===== src/rtl/core/lkvc_pkg.sv =====
`timescale 1ns / 1ps

package lkvc_pkg;

  localparam int unsigned ENTRIES    = 16;
  localparam int unsigned KEY_BITS   = 32;
  localparam int unsigned VALUE_BITS = 32;
  localparam int unsigned RANK_BITS  = (ENTRIES > 1) ? $clog2(ENTRIES) : 1;

  localparam logic [RANK_BITS-1:0] LAST_RANK = RANK_BITS'(ENTRIES - 1);

  typedef enum logic [1:0] {
    ST_IDLE,
    ST_CMP,
    ST_UPD
  } lkvc_state_e;

  typedef enum logic {
    REQ_GET = 1'b0,
    REQ_PUT = 1'b1
  } lkvc_req_e;

  typedef struct packed {
    logic                  hit;
    logic [RANK_BITS-1:0]  hit_rank;
    logic [VALUE_BITS-1:0] hit_value;
    logic                  free_seen;
  } lkvc_chain_t;

  typedef struct packed {
    logic                  cmp_en;
    logic                  upd_en;
    logic                  hit;
    logic                  is_put;
    logic                  any_free;
    logic [RANK_BITS-1:0]  hit_rank;
    logic [KEY_BITS-1:0]   key;
    logic [VALUE_BITS-1:0] value;
  } lkvc_cmd_t;

endpackage


===== src/rtl/core/lkvc_cell.sv =====
`timescale 1ns / 1ps

module lkvc_cell (
  input  logic                clk_i,
  input  logic                rst_ni,
  input  lkvc_pkg::lkvc_cmd_t   cmd_i,
  input  lkvc_pkg::lkvc_chain_t chain_i,
  output lkvc_pkg::lkvc_chain_t chain_o
);

  logic [lkvc_pkg::KEY_BITS-1:0]   key_q, key_d;
  logic [lkvc_pkg::VALUE_BITS-1:0] val_q, val_d;
  logic [lkvc_pkg::RANK_BITS-1:0]  rank_q, rank_d;
  logic                            valid_q, valid_d;
  logic                            match_q, match_d;
  logic                            free_q, free_d;
  logic                            lru_q, lru_d;
  logic                            match;
  logic                            victim;

  assign match = valid_q && (key_q == cmd_i.key);

  always_comb begin
    chain_o.hit       = chain_i.hit | match;
    chain_o.hit_rank  = chain_i.hit_rank | (match ? rank_q : '0);
    chain_o.hit_value = chain_i.hit_value | (match ? val_q : '0);
    chain_o.free_seen = chain_i.free_seen | ~valid_q;
  end

  assign victim = cmd_i.any_free ? free_q : lru_q;

  always_comb begin
    match_d = match_q;
    free_d  = free_q;
    lru_d   = lru_q;
    key_d   = key_q;
    val_d   = val_q;
    rank_d  = rank_q;
    valid_d = valid_q;
    if (cmd_i.cmp_en) begin
      match_d = match;
      free_d  = ~valid_q & ~chain_i.free_seen;
      lru_d   = valid_q && (rank_q == lkvc_pkg::LAST_RANK);
    end
    if (cmd_i.upd_en) begin
      if (cmd_i.hit) begin
        if (match_q) begin
          rank_d = '0;
          if (cmd_i.is_put) begin
            val_d = cmd_i.value;
          end
        end else if (valid_q && (rank_q < cmd_i.hit_rank)) begin
          rank_d = rank_q + 1'b1;
        end
      end else if (cmd_i.is_put) begin
        if (victim) begin
          key_d   = cmd_i.key;
          val_d   = cmd_i.value;
          valid_d = 1'b1;
          rank_d  = '0;
        end else if (valid_q) begin
          rank_d = rank_q + 1'b1;
        end
      end
    end
  end

  always_ff @(posedge clk_i or negedge rst_ni) begin
    if (!rst_ni) begin
      valid_q <= 1'b0;
      rank_q  <= '0;
      match_q <= 1'b0;
      free_q  <= 1'b0;
      lru_q   <= 1'b0;
    end else begin
      valid_q <= valid_d;
      rank_q  <= rank_d;
      match_q <= match_d;
      free_q  <= free_d;
      lru_q   <= lru_d;
    end
  end

  always_ff @(posedge clk_i) begin
    key_q <= key_d;
    val_q <= val_d;
  end

endmodule


===== src/rtl/core/lru_key_value_cache.sv =====
`timescale 1ns / 1ps

// Fully associative key-value cache with strict LRU replacement, built as a row of
// identical cells, one per entry, each holding key, value, valid bit and recency rank.
// A get returns the stored value and hit on a match and makes the entry most recent;
// a put updates a present key or fills the lowest free cell, evicting the least recent
// entry when full; a put always returns a zero value. Each transaction runs as a
// compare cycle, in which the key is matched in every cell and the hit, rank, value
// and first free cell ripple down the row, followed by an update cycle, in which
// every cell ages or rewrites itself at once. The next request is taken in the update
// cycle, so a new request is accepted while the last one finishes. The result sits in
// an output register; while it waits unread the update cycle holds.

module lru_key_value_cache (
  input  logic                            clk_i,
  input  logic                            rst_ni,
  input  logic                            in_valid_i,
  output logic                            in_ready_o,
  input  logic                            req_type_i,
  input  logic [lkvc_pkg::KEY_BITS-1:0]   key_i,
  input  logic [lkvc_pkg::VALUE_BITS-1:0] write_value_i,
  output logic                            out_valid_o,
  input  logic                            out_ready_i,
  output logic                            hit_o,
  output logic [lkvc_pkg::VALUE_BITS-1:0] read_value_o
);

  lkvc_pkg::lkvc_state_e state_q, state_d;

  logic                            put_q, put_d;
  logic [lkvc_pkg::KEY_BITS-1:0]   key_q, key_d;
  logic [lkvc_pkg::VALUE_BITS-1:0] wval_q, wval_d;

  logic                            hit_q, hit_d;
  logic [lkvc_pkg::RANK_BITS-1:0]  hrank_q, hrank_d;
  logic [lkvc_pkg::VALUE_BITS-1:0] hval_q, hval_d;
  logic                            free_q, free_d;

  logic                            out_valid_q, out_valid_d;
  logic                            out_hit_q, out_hit_d;
  logic [lkvc_pkg::VALUE_BITS-1:0] out_val_q, out_val_d;

  logic in_fire;
  logic go;
  logic cmp_en;
  logic upd_en;

  lkvc_pkg::lkvc_cmd_t   cmd;
  lkvc_pkg::lkvc_chain_t chain [lkvc_pkg::ENTRIES+1];

  assign in_fire = in_valid_i && in_ready_o;
  assign go      = !out_valid_q || out_ready_i;

  always_comb begin
    state_d = state_q;
    unique case (state_q)
      lkvc_pkg::ST_IDLE: begin
        if (in_fire) state_d = lkvc_pkg::ST_CMP;
      end
      lkvc_pkg::ST_CMP: begin
        state_d = lkvc_pkg::ST_UPD;
      end
      lkvc_pkg::ST_UPD: begin
        if (go) state_d = in_fire ? lkvc_pkg::ST_CMP : lkvc_pkg::ST_IDLE;
      end
      default: state_d = lkvc_pkg::ST_IDLE;
    endcase
  end

  always_comb begin
    in_ready_o = 1'b0;
    cmp_en     = 1'b0;
    upd_en     = 1'b0;
    unique case (state_q)
      lkvc_pkg::ST_IDLE: in_ready_o = 1'b1;
      lkvc_pkg::ST_CMP:  cmp_en = 1'b1;
      lkvc_pkg::ST_UPD: begin
        in_ready_o = go;
        upd_en     = go;
      end
      default: ;
    endcase
  end

  always_comb begin
    cmd.cmp_en   = cmp_en;
    cmd.upd_en   = upd_en;
    cmd.hit      = hit_q;
    cmd.is_put   = put_q;
    cmd.any_free = free_q;
    cmd.hit_rank = hrank_q;
    cmd.key      = key_q;
    cmd.value    = wval_q;
  end

  assign chain[0] = '0;

  for (genvar g = 0; g < lkvc_pkg::ENTRIES; g++) begin : g_cell
    lkvc_cell u_cell (
      .clk_i   (clk_i),
      .rst_ni  (rst_ni),
      .cmd_i   (cmd),
      .chain_i (chain[g]),
      .chain_o (chain[g+1])
    );
  end

  always_comb begin
    put_d  = put_q;
    key_d  = key_q;
    wval_d = wval_q;
    if (in_fire) begin
      put_d  = (req_type_i == lkvc_pkg::REQ_PUT);
      key_d  = key_i;
      wval_d = write_value_i;
    end
  end

  always_comb begin
    hit_d   = hit_q;
    hrank_d = hrank_q;
    hval_d  = hval_q;
    free_d  = free_q;
    if (cmp_en) begin
      hit_d   = chain[lkvc_pkg::ENTRIES].hit;
      hrank_d = chain[lkvc_pkg::ENTRIES].hit_rank;
      hval_d  = chain[lkvc_pkg::ENTRIES].hit_value;
      free_d  = chain[lkvc_pkg::ENTRIES].free_seen;
    end
  end

  always_comb begin
    out_valid_d = out_valid_q && !out_ready_i;
    out_hit_d   = out_hit_q;
    out_val_d   = out_val_q;
    if (upd_en) begin
      out_valid_d = 1'b1;
      out_hit_d   = hit_q;
      out_val_d   = (hit_q && !put_q) ? hval_q : '0;
    end
  end

  always_ff @(posedge clk_i or negedge rst_ni) begin
    if (!rst_ni) begin
      state_q     <= lkvc_pkg::ST_IDLE;
      out_valid_q <= 1'b0;
    end else begin
      state_q     <= state_d;
      out_valid_q <= out_valid_d;
    end
  end

  always_ff @(posedge clk_i) begin
    put_q     <= put_d;
    key_q     <= key_d;
    wval_q    <= wval_d;
    hit_q     <= hit_d;
    hrank_q   <= hrank_d;
    hval_q    <= hval_d;
    free_q    <= free_d;
    out_hit_q <= out_hit_d;
    out_val_q <= out_val_d;
  end

  assign out_valid_o  = out_valid_q;
  assign hit_o        = out_hit_q;
  assign read_value_o = out_val_q;

endmodule


===== config.mk =====
export PLATFORM = sky130hd
export DESIGN_NAME = lru_key_value_cache
export DESIGN_NICKNAME = d
export VERILOG_FILES = /design/src/rtl/core/lkvc_pkg.sv /design/src/rtl/core/lkvc_cell.sv /design/src/rtl/core/lru_key_value_cache.sv
export SDC_FILE = /design/constraint.sdc
export NUM_CORES = 2
export LEC_CHECK = 0
export CAP_MARGIN = 20
export CORE_MARGIN = 1.5
export CORE_UTILIZATION = 57
export CTS_CLUSTER_SIZE = 28
export DETAILED_ROUTE_END_ITERATION = 8
export DONT_BUFFER_PORTS = 1
export GPL_TIMING_DRIVEN = 0
export PLACE_DENSITY_LB_ADDON = 0.2
export SYNTH_ARGS = -nofsm -noshare
export SYNTH_HDL_FRONTEND = slang
export SYNTH_SLANG_ARGS = --single-unit

===== constraint.sdc =====
create_clock -name clk_i -period 3.3 [get_ports clk_i]
set_input_delay 0.33 -clock clk_i [delete_from_list [all_inputs] [get_ports clk_i]]
set_output_delay 0.33 -clock clk_i [all_outputs]
set_load 0.005 [all_outputs]

==> metrics.md <==
| Metric | Value |
|---|---|
| Fraction of final layout cells sized beyond drive strength 1 | 14.7% |
| Mapped Nets | 3297 |
| Horizontal extent of the die | 305 um |
| Number of warnings printed during yosys synthesis | 0 |
| CTS max path bufs | 3 |
| Maximum ir drop on the vdd rail | 499 uV |
| Worst min-delay path startpoint | out_ready_i |
| Number of global-route vias before repair | 31022 |
| Total number of nets in the final design | 3589 |
| Worst-path cell chain | buf_12, buf_4, xor2_1, nor4_1, nand4_1, nor3_2, buf_4, clkbuf_4, a221oi_1, nand4b_1 |
| Die area | 93200 sq um |
| Commonest cells after routing, fill and taps aside | 1160 x edfxtp_1, 446 x xor2_1, 145 x a22o_1 |
| Top cell type by total area after synthesis | edfxtp_1 |
| Total routing usage reported by global routing | 34.5% |
| Worst max-slew margin expressed relative to the limit | 28.7% |
| Slew @ Worst Pin | 1.07 ns |
| Number of placed I/O pins | 104 |
| Initial DRC Count | 4649 |
| Post-layout utilization of the core | 66.7% |
| Number of max-slew violations in the final report | 0 |
| Placed insts | 4373 |
| Pre-CTS setup slack | -1.52 ns |
| Worst R2R Setup Slack | -0.03 ns |
| Number of setup violations in the final report | 3 |
| Depth of the worst hold-timing path | 3 |
| Cell Rows | 110 |
| Critical Path AT | 3.92 ns |
| Max incr delay on CP | 0.50 ns |
| Worst clock skew on the final layout | 0.0286 ns |
| Critical Path Stages | 10 |
| Number of cell instances on the worst register-to-register path | 10 |
| Total of buffers placed on input and output ports | 0 |
| Startpoint Class | flip-flop |
| Area Overhead vs Synth | 15.7% |
| Setup WS post-layout | -0.0276 ns |
| Total leakage power | 0.0212 uW |
| Kind of cell with the highest combined delay on the critical path | simple AND/OR/NAND/NOR gates |
| Startpoint of the lowest-slack register-to-register path | key_q[0]$_DFFE_PP_ |
| Final weighted congestion of routability-driven global placement | 0.950 |
| Instance area after placement | 54500 sq um |
| Maximum number of pins on one net before global-route repair | 132 |
| DR vias | 31779 |
| Top achievable clock speed | 301 MHz |
| Final critical delay including setup and external delays | 3.33 ns |
| Critical path capture point type | flip-flop |
| Global-route wire length before repair | 225000 um |
| Leftover overflow at the end of global routing | 0 |
| Worst Hold Margin | 0.130 ns |
| Wire length reported by the detailed router | 161000 um |
| DRT antenna net count | 0 |
| Start-to-end type of the worst setup path | reg2reg |
| Number of design rule violations left after detail routing | 0 |
| Routed via count divided by cell count | 6.71 |
| Setup crit start | key_q[0]$_DFFE_PP_ |
| Final hold violation count | 0 |
| Final routed wire length divided by cell count | 33.9 um |
| Non-filler cells in the finished layout | 4739 |
| Top cell type's share of synthesized area | 66.9% |
| Number of sinks handled by clock tree synthesis | 1291 |
| Run status | finished, violations left |
| Min-Delay Endpoint | state_q[0]$_DFFE_PN0P_ |
| Clock tree from TritonCTS | yes |
| Post-Synthesis Cell Area | 52100 sq um |
| Final critical-path share of the clock period | 101% |
| Most common cell after layout, fill and taps aside | edfxtp_1 |
| Count of buffering cells on the critical path with inverters included | 4 |
| Unrepaired setup endpoints after global routing | true |
| Clock latency on the worst-skew pair | 0.74 ns |
| Count of mapped cells out of synthesis | 3164 |
| Required time at the worst-slack endpoint | 3.89 ns |
| Initial antenna violation count | 5 |
| R2r endpoint | hval_q[14]$_DFFE_PN_ |
| Type of the worst min-delay path | in2reg |
| Total non-filler cell area in the finished layout | 60200 sq um |
| Power density over the cells | 578 nW/um^2 |
| Sum of net half-perimeters after detailed placement | 98300 um |
| Pre-Repair DR Iteration Count | 8 |
| Sequential area share after synthesis | 73.2% |
| Initial cell density of the core | 57.7% |
| Height of the die | 305 um |
| Number of storage elements in the synthesis netlist | 1291 |
| CP Max Fanout | 10 |
| Clock root cell | clkbuf_16 |
| Largest cells by area after synthesis | edfxtp_1 67%, xor2_1 7.5%, dfrtp_1 6.3% |
| Clk pin slew, worst setup/hold paths | 0.07 ns |
| Cell with the most instances on the worst path | buf_4 |
| Post-synth cell types | 56 |
| Htree depth | 4 |
| Crit path max-delay cell type | nor3_2 |
| Core ar. | 90300 sq um |
| Number of buffers added by the clock tree synthesis step | 130 |
| Violated checks | setup timing |
| Max-cap violations | 0 |
| Per-instance average area after synthesis | 16.5 sq um |
[sequential cells by signal (all words and copies together), names as in the netlist, 2 cells and up]
signal and cells:
wval_q 32, g_cell.u_cell.key_q 512, g_cell.u_cell.lru_q 16, g_cell.u_cell.match_q 16, g_cell.u_cell.rank_q 64, g_cell.u_cell.valid_q 16, hval_q 32, read_value_o 32
state_q 2, hrank_q 4, g_cell.u_cell.val_q 512, key_q 32, g_cell.u_cell.free_q 16
[report_power, final]
group	leakage, uW	internal [uW]	switching (uW)	total [uW]
registers	0.0123	18200	273	18500
logic	0.00691	640	1470	2110
clock network	0.00197	7960	6230	14200
total	0.0212	26800	7970	34800
[repair_timing]
action                                 CTS  global route
setup buffers                           50             6
endpoints found under the hold margin  203             0
gates resized for setup                 76            32
gates cloned                             3             0
pin swaps                                8            10
setup endpoints to repair              759           108
hold buffers                            69             0
[worst max-delay path by stage]
stage / end / slack [ns]
6_report: hval_q[14]$_DFFE_PN_ / -0.03
5_1_grt: hval_q[30]$_DFFE_PN_ / -0.01
4_1_cts: hval_q[27]$_DFFE_PN_ / 0.002
3_5_place_dp: hval_q[5]$_DFFE_PN_ / -1.52
3_3_place_gp: g_cell[7].u_cell.val_q[22]$_DFFE_PP_ / -2.83
2_1_floorplan: g_cell[2].u_cell.key_q[0]$_DFFE_PP_ / 0.02
[area by class of cell]
cell class                      count  area (sq um)
Antenna cell                        2          5.00
Buffer                            168          1250
Clock buffer                      165          3440
Clock inverter                     72           597
Fill cell                        6038         30100
Inverter                           11          41.3
Multi-Input combinational cell   1696         13300
Sequential cell                  1291         38100
Tap cell                         1176          1470
Timing Repair Buffer              158          1990
[kinds of logic after synthesis]
group / share of synthesized area, %
simple gates: 6.03
flops: 73.2
buf+inv: 2.21
fa+ha+maj: 1.54
compound gates: 7.85
xor+xnor: 8.68
mux: 0.505
[metal layers]
| metal | routed length (um) | share of wire (%) | global-route usage [%] |
|---|---|---|---|
| met3 | 21200 | 13 | 7.88 |
| met5 | 0 | 0 | 0 |
| met4 | 5960 | 3.7 | 13.4 |
| met2 | 72900 | 45 | 52.2 |
| met1 | 60700 | 38 | 49.2 |
[per-stage QoR]
| stage | TNS [ns] | power, uW |
|---|---|---|
| after floorplan | 0 | 19800 |
| after global placement | -1844.36 | 20500 |
| after detailed placement | -261.18 | 20700 |
| after CTS | 0 | 34700 |
| after global routing | -0.0156 | 35600 |
| final | -0.0497 | 34800 |
[synth_stat cells, drive strengths merged]
| master | n |
|---|---|
| a21o | 32 |
| a21oi | 33 |
| a221o | 8 |
| a221oi | 133 |
| a222oi | 1 |
| a22o | 145 |
| a22oi | 8 |
| a32o | 1 |
| and2 | 34 |
| and3 | 9 |
| and4 | 2 |
| buf | 131 |
| clkbuf | 38 |
| dfrtp | 131 |
| edfxtp | 1160 |
| ha | 64 |
| inv | 11 |
| mux2 | 18 |
| mux2i | 6 |
| nand2 | 110 |
| nand2b | 44 |
| nand3 | 45 |
| nand3b | 2 |
| nand4 | 81 |
| nand4b | 9 |
| nor2 | 36 |
| nor2b | 26 |
| nor3 | 29 |
| nor4 | 107 |
| o2111ai | 6 |
| o211ai | 6 |
| o21a | 17 |
| o21ai | 74 |
| o21bai | 9 |
| o221ai | 6 |
| o22ai | 1 |
| o2bb2ai | 14 |
| o31ai | 28 |
| o41ai | 1 |
| or2 | 24 |
| or3 | 8 |
| or4 | 1 |
| xnor2 | 69 |
| xor2 | 446 |
[worst min-delay path, delay by kind of cell]
kind,cells,cell delay (ns)
AOI/OAI and AO/OA,1,0.18
and+or+nand+nor,2,0.30
(Power assumes the default switching activity.)
